File: config.mk
export PLATFORM = sky130hd
export DESIGN_NAME = embedded_free_list_block_allocator
export DESIGN_NICKNAME = d
export VERILOG_FILES = /design/src/rtl/eflba_pkg.sv /design/src/rtl/eflba_datapath.sv /design/src/rtl/eflba_ctrl.sv /design/src/rtl/embedded_free_list_block_allocator.sv
export VERILOG_INCLUDE_DIRS = /design/src /design/src/rtl
export SDC_FILE = /design/constraint.sdc
export NUM_CORES = 2
export LEC_CHECK = 0
export BUFFER_PORTS_ARGS = -buffer_cell sky130_fd_sc_hd__buf_4
export CORE_ASPECT_RATIO = 0.8
export CORE_MARGIN = 2
export CORE_UTILIZATION = 32
export DETAILED_ROUTE_END_ITERATION = 6
export PLACE_DENSITY_LB_ADDON = 0.1
export REMOVE_ABC_BUFFERS = 1
export SYNTH_ARGS = -nofsm -noshare
export SYNTH_HDL_FRONTEND = slang
export SYNTH_SLANG_ARGS = --single-unit
File: constraint.sdc
create_clock -name clk -period 44.1 [get_ports clk]
set_input_delay 0 -clock clk [delete_from_list [all_inputs] [get_ports clk]]
set_output_delay 0 -clock clk [all_outputs]
set_load 0.02 [all_outputs]
File: src/rtl/embedded_free_list_block_allocator_defines.svh
// ----------------------------------------------------------------------------
// Assertion macros for the free-list block allocator
// Clocked assertion helpers that compile away when SYNTHESIS is defined.
// ----------------------------------------------------------------------------
`ifndef EMBEDDED_FREE_LIST_BLOCK_ALLOCATOR_DEFINES_SVH
`define EMBEDDED_FREE_LIST_BLOCK_ALLOCATOR_DEFINES_SVH

`ifndef SYNTHESIS
`define EFLBA_ASSERT(lbl, clk, rst_n, prop) \
	lbl: assert property (@(posedge clk) disable iff (!rst_n) (prop)) \
		else $error("%m: check failed");
`define EFLBA_NEVER(lbl, clk, rst_n, expr) \
	lbl: assert property (@(posedge clk) disable iff (!rst_n) !(expr)) \
		else $error("%m: forbidden condition seen");
`else
`define EFLBA_ASSERT(lbl, clk, rst_n, prop)
`define EFLBA_NEVER(lbl, clk, rst_n, expr)
`endif

`endif

File: src/rtl/eflba_pkg.sv
// ----------------------------------------------------------------------------
// eflba_pkg
// Types, codes and constants shared by the free-list block allocator.
// ----------------------------------------------------------------------------
package eflba_pkg;

	localparam int MAX_BLOCKS_DEF = 256;
	localparam int IDX_W          = 8;
	localparam int CNT_W          = 9;
	localparam int SIZE_W         = 16;
	localparam int OFFS_W         = 24;
	localparam int CFG_IDX_W      = 1;
	localparam int CFG_DATA_W     = 16;

	// Operation codes.
	localparam logic [1:0] OP_INIT  = 2'd0;
	localparam logic [1:0] OP_ALLOC = 2'd1;
	localparam logic [1:0] OP_FREE  = 2'd2;
	localparam logic [1:0] OP_NOP   = 2'd3;

	// Status codes.
	localparam logic [1:0] STAT_OK    = 2'd0;
	localparam logic [1:0] STAT_EMPTY = 2'd1;
	localparam logic [1:0] STAT_RANGE = 2'd2;
	localparam logic [1:0] STAT_OVER  = 2'd3;

	// Configuration register indexes.
	localparam logic [CFG_IDX_W-1:0] CFG_NUM_BLOCKS = 1'b0;
	localparam logic [CFG_IDX_W-1:0] CFG_BLOCK_SIZE = 1'b1;

	typedef struct packed {
		logic [1:0]       opcode;
		logic [IDX_W-1:0] free_index;
	} cmd_t;

	typedef struct packed {
		logic [1:0]        status;
		logic [IDX_W-1:0]  block_index;
		logic [OFFS_W-1:0] byte_offset;
		logic [IDX_W-1:0]  free_count;
	} result_t;

	// Commands from the controller to the datapath.
	typedef struct packed {
		logic walk_start;
		logic walk_step;
		logic init_finish;
		logic alloc_issue;
		logic alloc_finish;
		logic alloc_empty;
		logic free_do;
		logic nop_do;
	} ctl_t;

	// Status from the datapath to the controller.
	typedef struct packed {
		logic walk_done;
		logic pool_empty;
	} dp_stat_t;

	typedef enum logic [1:0] {
		S_IDLE,
		S_INIT,
		S_ALLOC
	} state_t;

endpackage

File: src/rtl/eflba_datapath.sv
// ----------------------------------------------------------------------------
// eflba_datapath
// Link memory, head and count registers, configuration registers, offset
// multiplier and the result register of the allocator.
// ----------------------------------------------------------------------------
module eflba_datapath #(
	parameter int MAX_BLOCKS = eflba_pkg::MAX_BLOCKS_DEF
) (
	input  logic                                clk,
	input  logic                                arst_n,
	input  eflba_pkg::ctl_t                     ctl,
	input  logic [eflba_pkg::IDX_W-1:0]         free_index,
	input  logic                                cfg_we,
	input  logic [eflba_pkg::CFG_IDX_W-1:0]     cfg_index,
	input  logic [eflba_pkg::CFG_DATA_W-1:0]    cfg_wdata,
	output eflba_pkg::dp_stat_t                 stat,
	output logic                                done,
	output eflba_pkg::result_t                  result
);
	import eflba_pkg::*;

	localparam int AW = $clog2(MAX_BLOCKS);
	localparam logic [CNT_W-1:0] MAX_CNT = CNT_W'(MAX_BLOCKS);

	logic [IDX_W-1:0]  mem [MAX_BLOCKS];

	logic [IDX_W-1:0]  nb_q;
	logic [SIZE_W-1:0] bs_q;
	logic [IDX_W-1:0]  head_q;
	logic [IDX_W-1:0]  total_q;
	logic [CNT_W-1:0]  cnt_q;
	logic              done_q;

	logic [IDX_W-1:0]  rd_q;
	logic              rd_ok_q;
	logic [IDX_W-1:0]  bidx_q;
	logic [OFFS_W-1:0] prod_q;
	result_t           result_q;

	logic [IDX_W-1:0]  head_d;
	logic [IDX_W-1:0]  total_d;
	result_t           res_d;
	logic              mem_we;
	logic [AW-1:0]     mem_waddr;
	logic [IDX_W-1:0]  mem_wdata;
	logic              free_ok;
	logic              emit;

	assign free_ok = (free_index < nb_q) && ({1'b0, free_index} < MAX_CNT);
	assign emit    = ctl.init_finish | ctl.alloc_finish | ctl.alloc_empty |
	                 ctl.free_do | ctl.nop_do;

	assign stat.walk_done  = !((cnt_q < {1'b0, nb_q}) && (cnt_q < MAX_CNT));
	assign stat.pool_empty = (total_q == '0);

	always_comb begin
		head_d            = head_q;
		total_d           = total_q;
		res_d.status      = STAT_OK;
		res_d.block_index = '0;
		res_d.byte_offset = '0;
		res_d.free_count  = total_q;
		mem_we            = 1'b0;
		mem_waddr         = free_index[AW-1:0];
		mem_wdata         = head_q;
		if (ctl.walk_step) begin
			mem_we    = 1'b1;
			mem_waddr = cnt_q[AW-1:0];
			mem_wdata = cnt_q[IDX_W-1:0] + 8'd1;
		end else if (ctl.init_finish) begin
			head_d           = '0;
			total_d          = nb_q;
			res_d.free_count = nb_q;
		end else if (ctl.alloc_empty) begin
			res_d.status = STAT_EMPTY;
		end else if (ctl.alloc_finish) begin
			// A head beyond the link memory has no stored link and reads as zero.
			head_d            = rd_ok_q ? rd_q : '0;
			total_d           = total_q - 8'd1;
			res_d.block_index = bidx_q;
			res_d.byte_offset = prod_q;
			res_d.free_count  = total_q - 8'd1;
		end else if (ctl.free_do) begin
			if (!free_ok) begin
				res_d.status = STAT_RANGE;
			end else begin
				mem_we = 1'b1;
				head_d = free_index;
				if (total_q >= nb_q) begin
					res_d.status = STAT_OVER;
				end else begin
					total_d          = total_q + 8'd1;
					res_d.free_count = total_q + 8'd1;
				end
			end
		end
	end

	always_ff @(posedge clk or negedge arst_n) begin
		if (!arst_n) begin
			nb_q    <= 8'd255;
			bs_q    <= 16'd16;
			head_q  <= '0;
			total_q <= '0;
			cnt_q   <= '0;
			done_q  <= 1'b0;
		end else begin
			if (cfg_we) begin
				unique case (cfg_index)
					CFG_NUM_BLOCKS: nb_q <= cfg_wdata[IDX_W-1:0];
					CFG_BLOCK_SIZE: bs_q <= cfg_wdata[SIZE_W-1:0];
					default: ;
				endcase
			end
			if (ctl.walk_start) begin
				cnt_q <= '0;
			end else if (ctl.walk_step) begin
				cnt_q <= cnt_q + 9'd1;
			end
			head_q  <= head_d;
			total_q <= total_d;
			done_q  <= emit;
		end
	end

	always_ff @(posedge clk) begin
		if (mem_we) begin
			mem[mem_waddr] <= mem_wdata;
		end
		if (ctl.alloc_issue) begin
			rd_q    <= mem[head_q[AW-1:0]];
			rd_ok_q <= ({1'b0, head_q} < MAX_CNT);
			bidx_q  <= head_q;
			prod_q  <= OFFS_W'(head_q) * OFFS_W'(bs_q);
		end
		if (emit) begin
			result_q <= res_d;
		end
	end

	assign done   = done_q;
	assign result = result_q;

endmodule

File: src/rtl/eflba_ctrl.sv
// ----------------------------------------------------------------------------
// eflba_ctrl
// Operation sequencer: decodes accepted items and steps the datapath through
// the init walk and the allocate.
// ----------------------------------------------------------------------------
module eflba_ctrl (
	input  logic                clk,
	input  logic                arst_n,
	input  logic                start,
	input  logic [1:0]          opcode,
	input  eflba_pkg::dp_stat_t stat,
	output logic                busy,
	output eflba_pkg::ctl_t     ctl
);
	import eflba_pkg::*;

	state_t state_q;
	state_t state_d;

	always_ff @(posedge clk or negedge arst_n) begin
		if (!arst_n) begin
			state_q <= S_IDLE;
		end else begin
			state_q <= state_d;
		end
	end

	always_comb begin
		state_d = state_q;
		ctl     = '0;
		busy    = (state_q != S_IDLE);
		unique case (state_q)
			S_IDLE: begin
				if (start) begin
					unique case (opcode)
						OP_INIT: begin
							ctl.walk_start = 1'b1;
							state_d        = S_INIT;
						end
						OP_ALLOC: begin
							if (stat.pool_empty) begin
								ctl.alloc_empty = 1'b1;
							end else begin
								ctl.alloc_issue = 1'b1;
								state_d         = S_ALLOC;
							end
						end
						OP_FREE: ctl.free_do = 1'b1;
						OP_NOP:  ctl.nop_do  = 1'b1;
						default: ;
					endcase
				end
			end
			S_INIT: begin
				if (stat.walk_done) begin
					ctl.init_finish = 1'b1;
					state_d         = S_IDLE;
				end else begin
					ctl.walk_step = 1'b1;
				end
			end
			S_ALLOC: begin
				ctl.alloc_finish = 1'b1;
				state_d          = S_IDLE;
			end
			default: state_d = S_IDLE;
		endcase
	end

endmodule

File: src/rtl/embedded_free_list_block_allocator.sv
// ----------------------------------------------------------------------------
// embedded_free_list_block_allocator
// Fixed-size block allocator with a LIFO free list held in a link memory.
//
//   channel  | handshake            | payload
//   ---------+----------------------+----------------------------------------
//   command  | start, busy          | cmd (opcode, free_index)
//   result   | done (one cycle)     | result (status, block_index,
//            |                      |   byte_offset, free_count)
//   config   | cfg_we               | cfg_index, cfg_wdata
//
// Free, no-op and allocate on an empty pool are answered from idle; the result shows
// the cycle after the item is taken and a new item may be taken in that cycle.
// Allocate otherwise reads the link memory into a register, then finishes in S_ALLOC.
// Init writes min(num_blocks, MAX_BLOCKS) links, one link written a cycle.
// After reset the pool is empty until an init or a free; busy stays high while working.
// done marks each result for one cycle only; the receiver cannot stall it.
// ----------------------------------------------------------------------------
module embedded_free_list_block_allocator #(
	parameter int MAX_BLOCKS = eflba_pkg::MAX_BLOCKS_DEF
) (
	input  logic                             clk,
	input  logic                             arst_n,
	input  logic                             start,
	input  eflba_pkg::cmd_t                  cmd,
	output logic                             busy,
	output logic                             done,
	output eflba_pkg::result_t               result,
	input  logic                             cfg_we,
	input  logic [eflba_pkg::CFG_IDX_W-1:0]  cfg_index,
	input  logic [eflba_pkg::CFG_DATA_W-1:0] cfg_wdata
);
	import eflba_pkg::*;

`include "embedded_free_list_block_allocator_defines.svh"

	ctl_t     ctl;
	dp_stat_t stat;
	logic     quick_op;
	logic     empty_res;
	logic     granted;

	assign quick_op  = start && !busy && (cmd.opcode == OP_FREE || cmd.opcode == OP_NOP);
	assign empty_res = done && (result.status == STAT_EMPTY);
	assign granted   = (result.block_index != '0) || (result.byte_offset != '0);

	eflba_ctrl u_ctrl (
		.clk    (clk),
		.arst_n (arst_n),
		.start  (start),
		.opcode (cmd.opcode),
		.stat   (stat),
		.busy   (busy),
		.ctl    (ctl)
	);

	eflba_datapath #(
		.MAX_BLOCKS (MAX_BLOCKS)
	) u_dp (
		.clk        (clk),
		.arst_n     (arst_n),
		.ctl        (ctl),
		.free_index (cmd.free_index),
		.cfg_we     (cfg_we),
		.cfg_index  (cfg_index),
		.cfg_wdata  (cfg_wdata),
		.stat       (stat),
		.done       (done),
		.result     (result)
	);

	// A free or no-op item is answered in the very next cycle.
	`EFLBA_ASSERT(a_quick_result, clk, arst_n, quick_op |=> done)
	// A granted allocate holds the block busy in S_ALLOC, then answers.
	`EFLBA_ASSERT(a_alloc_timing, clk, arst_n, ctl.alloc_issue |=> (busy && !done) ##1 (done && !busy))
	// An empty pool reports a zero count.
	`EFLBA_ASSERT(a_empty_count, clk, arst_n, empty_res |-> (result.free_count == '0))
	// Only a successful allocate carries a block index or offset.
	`EFLBA_NEVER(a_fail_no_grant, clk, arst_n, done && result.status != STAT_OK && granted)

endmodule
---- Word level (Yosys, flattened, before mapping) ----
Memories as Yosys holds them, arrays and structs flattened. A register that Yosys moved wholly into a read port is not among the register bits.
Index checks and enable logic that the tools add are counted.
word-level totals
  input port bits ......................... 31
  output and inout port bits .............. 44
  logic and storage cells ................. 112
  memories ................................ 1
  memory bits (writable) .................. 2048
  bits in read-only memories .............. 0
  register bits ........................... 126
  bits in latches ......................... 0
memory list
  name      depth  width  read ports  clocked after memory_dff  write ports  line                  text
  u_dp.mem  256    8      1           1                         1            eflba_datapath.sv:25  logic [IDX_W-1:0] mem [MAX_BLOCKS];
cells by class
  $add $sub $neg .......................... 4
  eq/ne operators ......................... 10
  mux-type cells .......................... 54
  magnitude comparators ................... 4
  bitwise operators ....................... 8
  shift-type cells ........................ 0
  multiply operators ...................... 1
  reductions and logical operators ........ 16
  divide/modulo/power cells ............... 0
operators by type and width
  operator                                                                number
  8-bit 2-to-1 mux                                                        15
  40-bit 2-to-1 mux                                                       1
  32-bit 2-to-1 mux                                                       1
  8-bit by 16-bit multiplier with 24-bit output                           1
  1-bit 2-to-1 mux                                                        22
  2-bit 2-to-1 mux                                                        9
  9-bit 2-to-1 mux                                                        2
  8-bit by 1-bit adder with 8-bit output (second input constant)          2
  9-bit by 1-bit adder with 9-bit output (second input constant)          1
  9-bit by 8-bit < comparator with 1-bit output                           1
  9-bit < comparator (second input constant)                              1
  8-bit >= comparator                                                     1
  8-bit zero test                                                         1
  8-bit < comparator                                                      1
  2-bit one-hot mux with 2 select lines                                   2
  4-bit AND reduction                                                     2
  8-bit by 1-bit subtractor with 8-bit output (second input constant)     1
  2-bit equality test (second input constant)                             3
  3-bit 2-to-1 mux                                                        2
  3-bit inequality test (second input constant)                           2
  2-bit AND reduction                                                     3
  3-bit nonzero test                                                      2
  5-bit OR reduction                                                      1
  2-bit by 1-bit equality test with 1-bit output (second input constant)  2
  9 further kinds                                                         18

---- Depth between registers and ports, before layout ----
  word-level depth ........................ 12
  depth in mapped cells ................... 20
  mapped depth without buffers ............ 17

---- Hierarchy ----
From an unflattened synthesis, not the netlist that was laid out.
second synthesis, totals
  cells, all modules ...................... 4571
  area, all modules ....................... 89101.7 sq um
by module, submodules not included
  module          cells an instance  instances  area an instance (sq um)  seq. area each (sq um)
  eflba_datapath  4554               1          88929.0                   65223.8
  eflba_ctrl      17                 1          172.7                     50.0

---- Worst setup path after synthesis ----
Ideal clock, no wire load.
  path type ............................... reg2reg
  from .................................... register u_dp.nb_q[5]
  to ...................................... memory u_dp.mem[0][6], data pin
  library setup time ...................... 2187 ps
  stages on the path, launching flop included .. 11
  path buffers ............................ 3
  period minus slack after synthesis ...... 14378 ps
  arrival time ............................ 12192 ps
  data required time ...................... 41913 ps
  setup slack ............................. 29722 ps
  cell sequence ........................... dfstp_2 inv_1 ha_1 a21o_1 a21o_1 a211oi_2 o211ai_2 buf_6 buf_2 clkbuf_1 o21ai_0
on the way
  cells in the longest elaborated chain, start to end .. 5
ends and longest elaborated chain
  element                                        line                   text
  start: declaration                             eflba_datapath.sv:27   logic [IDX_W-1:0] nb_q;
  start signal: assignment                       eflba_datapath.sv:110  CFG_NUM_BLOCKS: nb_q <= cfg_wdata[IDX_W-1:0];
  9-bit by 8-bit < comparator with 1-bit output  eflba_datapath.sv:53   assign stat.walk_done = !((cnt_q < {1'b0, nb_q}) && (cnt_q < MAX_CNT));
  1-bit logical AND                              eflba_datapath.sv:53
  1-bit 2-to-1 mux                               eflba_ctrl.sv:55       if (stat.walk_done) begin
  2-bit 2-to-1 mux                               eflba_ctrl.sv:32       unique case (state_q)
  8-bit 2-to-1 mux                               eflba_datapath.sv:66   if (ctl.walk_step) begin
  via u_dp.mem_wdata[6]                          eflba_datapath.sv:45   logic [IDX_W-1:0] mem_wdata;
  end: declaration                               eflba_datapath.sv:25
The timed path passes the listed nets, and every way through them passes these cells.

==> results.toml <==
[sta]
relSlewSlack_pct = 16.2
fmax_ghz = 0.164
maxSlewViolCount = 0
tightest_slew_ns = 1.25
min_period_over_period_pct = 13.8
final-hold-violation-count = 0
timing.hold.ws_ns = 0.165
rsz0062_at_grt = "false"
tns_ns = 0
fin_crit_ns = 6.10
fin_skew_ns = 0.0825
finalSetupViolCount = 0

[synth]
syn_avg_cell_area_um2 = 20.9
synthDistinctLibCells = 70
ys.flop_type = "edfxtp_1"
synth.top_cell.area_share_pct = 71.8
ys_seq_area_share_pct = 73.3
synth.area.top_cells = "edfxtp_1, mux4_2, fa_1"
yosys_warnings = 0
ys_async_sr_fraction_pct = 2.38
synth-seq-cells = 2182
synthCells = 4257
netlist.top_cell.by_area = "edfxtp_1"
synth_edf_count = 2130
netlist_area_um2 = 89000

[final_layout]
final_nets = 4690
drive_above_1_share_pct = 26.0
layout-area-overhead-vs-synth_pct = 14.7
final_core_util_pct = 36.8
n_fill_cell = 25200

[global_routing]
use_met3_pct = 3.35
grt_usage_pct = 17.6
grt_pass1_wl_um = 352000
grt_util_met1_pct = 27.1
top_usage_layer = "met1"
use_met2_pct = 25.9
overflow = 0
antenna_found_initial = 31
grt_pass1_vias = 43600
grt_max_degree = 197

[drt]
dr.pass1.iters = 7
num_vias = 42700
initialDrtViolationCount = 4179
drt-total-wl_um = 250000
drc = 0
antenna_left = 0
vias_per_cell = 5.09
wl_per_cell_um = 29.8

[job]
drv_cap = 0

[cts]
h-tree-depth = 4
clockBufferDepth = 4
clock_latency_ns = 0.90
post_cts_buffers = 0
clock_sinks = 2182
cts_root_buffer = "clkbuf_16"
cts_made_buffers = 233
cts_hold_buffers = 64
cts_resized = 0
path_clk_slew_ns = 0.07
tritoncts = "built"

[placement]
hpwl_um = 152000
gp_congestion = 0.756
io_buffers = 74

[die]
start_util_pct = 32.1
dieHeight_um = 476
core_area_um2 = 277000
io_pins = 75
die_x_um = 594
rows = 173
dieArea_um2 = 282000

[worst_setup_path]
crit_type = "reg2reg"
cp.required_ns = 44.75
critPathLaunchType = "register"
critical-path-max-stage-delay_ns = 0.91
cp_max_fo = 130
path_cells = "buf_4 -> buf_4 -> buf_4 -> buf_12 -> mux4_2 -> mux4_2 -> o22ai_1 -> or4_1 -> nor2_1"
reg2reg_from = "u_dp.head_q[1]$_DFFE_PN0P_"
worst_ep_arrival_time_ns = 6.75
cpMostUsedCell = "buf_4"
setup.worst_path.start = "u_dp.head_q[1]$_DFFE_PN0P_"
crit_slowest_cell = "buf_4"
critPathCaptureType = "register"

[min_path]
holdCritPathClass = "in2reg"
hold_path.startpoint = "cmd[0]"

[power]
peakVddDrop_mv = 0.0670
p_per_area_nw_per_um2 = 76.7
leakage_nw = 32.3
fin_total_pwr_mw = 7.83

[run_status]
status = "completed"
-- cell usage after synthesis (all sizes together) (3+ instances only) --
cell and instances:
a21o 15, nor2b 13, mux2i 19, mux4 640, o311ai 3, or4 19, clkbuf 82, a21oi 31
o21ai 29, buf 150, o21a 6, dfstp 9, a31oi 3, nand3 22, and3 6, or3 7
or2 4, nand4 6, and2 135, nand3b 4, nor3 11, nor2 310, a211o 4, o21bai 5
a32o 3, dfrtp 43, inv 112, xnor2 19, o211ai 9, xor2 7, nand2b 26, nand2 97
fa 84, o22ai 67, mux2 20, edfxtp 2130, a211oi 14, ha 69
-- power breakdown --
group / internal (mW) / switching, mW / total, mW / leakage (nW)
Combinational: 1.15 / 1.85 / 3.00 / 8.73
Clock: 1.10 / 0.814 / 1.92 / 3.61
Sequential: 2.82 / 0.0911 / 2.91 / 19.9
Total: 5.07 / 2.76 / 7.83 / 32.3
-- cell usage in the layout (no fill, tap or decap), types with 20 or more instances in the layout --
cell type / n
clkbuf_16: 239
nand2b_1: 21
mux2_2: 20
and2_1: 135
o21ai_0: 22
fa_1: 84
ha_1: 69
clkinv_1: 67
clkinv_2: 39
o22ai_1: 67
inv_1: 112
edfxtp_1: 2130
nand2_1: 88
nand3_1: 22
clkbuf_1: 43
buf_4: 178
mux4_2: 640
a21oi_1: 31
dfrtp_1: 35
nor2_1: 303
dlygate4sd3_1: 63
-- layer usage --
layer / share of wire, % / vias to the layer above
met3: 5.8 / 292
met4: 1.8 / 6
met2: 44 / 1141
met1: 49 / 23300
li1: - / 17900
met5: 0.016 / -
-- cell type report --
class	instances	area (µm²)	share of cell area [%]
clock inverter	137	1150	1.12
antenna	9	22.5	0.0221
inverter	112	420	0.412
timing repair buffer	246	2070	2.03
tap	3675	4600	4.50
multi-input combinational	1731	22300	21.9
sequential	2182	65300	63.9
clock buffer	288	6220	6.10
-- registers in the layout, indices dropped and copies added (netlist names), 8 cells and up --
name	count
u_dp.bidx_q	8
u_dp.bs_q	16
u_dp.cnt_q	9
u_dp.head_q	8
u_dp.mem	2048
u_dp.nb_q	8
u_dp.prod_q	24
u_dp.rd_q	8
u_dp.result	42
u_dp.total_q	8
-- critical path, delay by kind of cell, from the launching register on --
| family | cells | cell delay (ns) |
|---|---|---|
| muxes | 2 | 0.94 |
| AOI/OAI and AO/OA | 1 | 0.33 |
| DFF | 1 | 0.86 |
| and+or+nand+nor | 2 | 0.36 |
| buffers and inverters | 4 | 3.01 |
-- path summary, 6_finish.rpt --
kind	to	slack (ns)	cells after the start
worst max-delay path	u_dp.rd_q[4]$_DFFE_PP_	38.00	9
worst min-delay path	u_dp.head_q[0]$_DFFE_PN0P_	0.16	4
worst max register to register	u_dp.rd_q[4]$_DFFE_PP_	38.00	9
worst min register to register	u_dp.result[39]$_SDFFCE_PP0P_	0.52	1
max in group asynchronous	u_dp.head_q[2]$_DFFE_PN0P_	43.45	4
min in group asynchronous	u_dp.nb_q[4]$_DFFE_PN1P_	0.31	3
-- stage by stage --
stage | std cells | setup slack [ns] | instance area, µm²
after floorplan | 4025 | 16.26 | 87900
after global placement | 7882 | 37.88 | 94100
after detailed placement | 7882 | 37.86 | 94100
after CTS | 8371 | 37.95 | 102000
after global routing | 8372 | 37.81 | 102000
final | 8380 | 38.00 | 102000
-- logic make-up (layout without fill, tap and decap cells) --
group	Yosys count	count (layout)	synth area share (%)
buf+inv	344	783	1.77
compound gates	209	209	1.58
flops	2182	2182	73.3
simple gates	664	664	3.53
fa+ha+maj	153	153	2.86
mux	679	679	16.7
other cells	0	9	0
xor+xnor	26	26	0.256
Note: power is estimated with default switching activity, not from simulation.
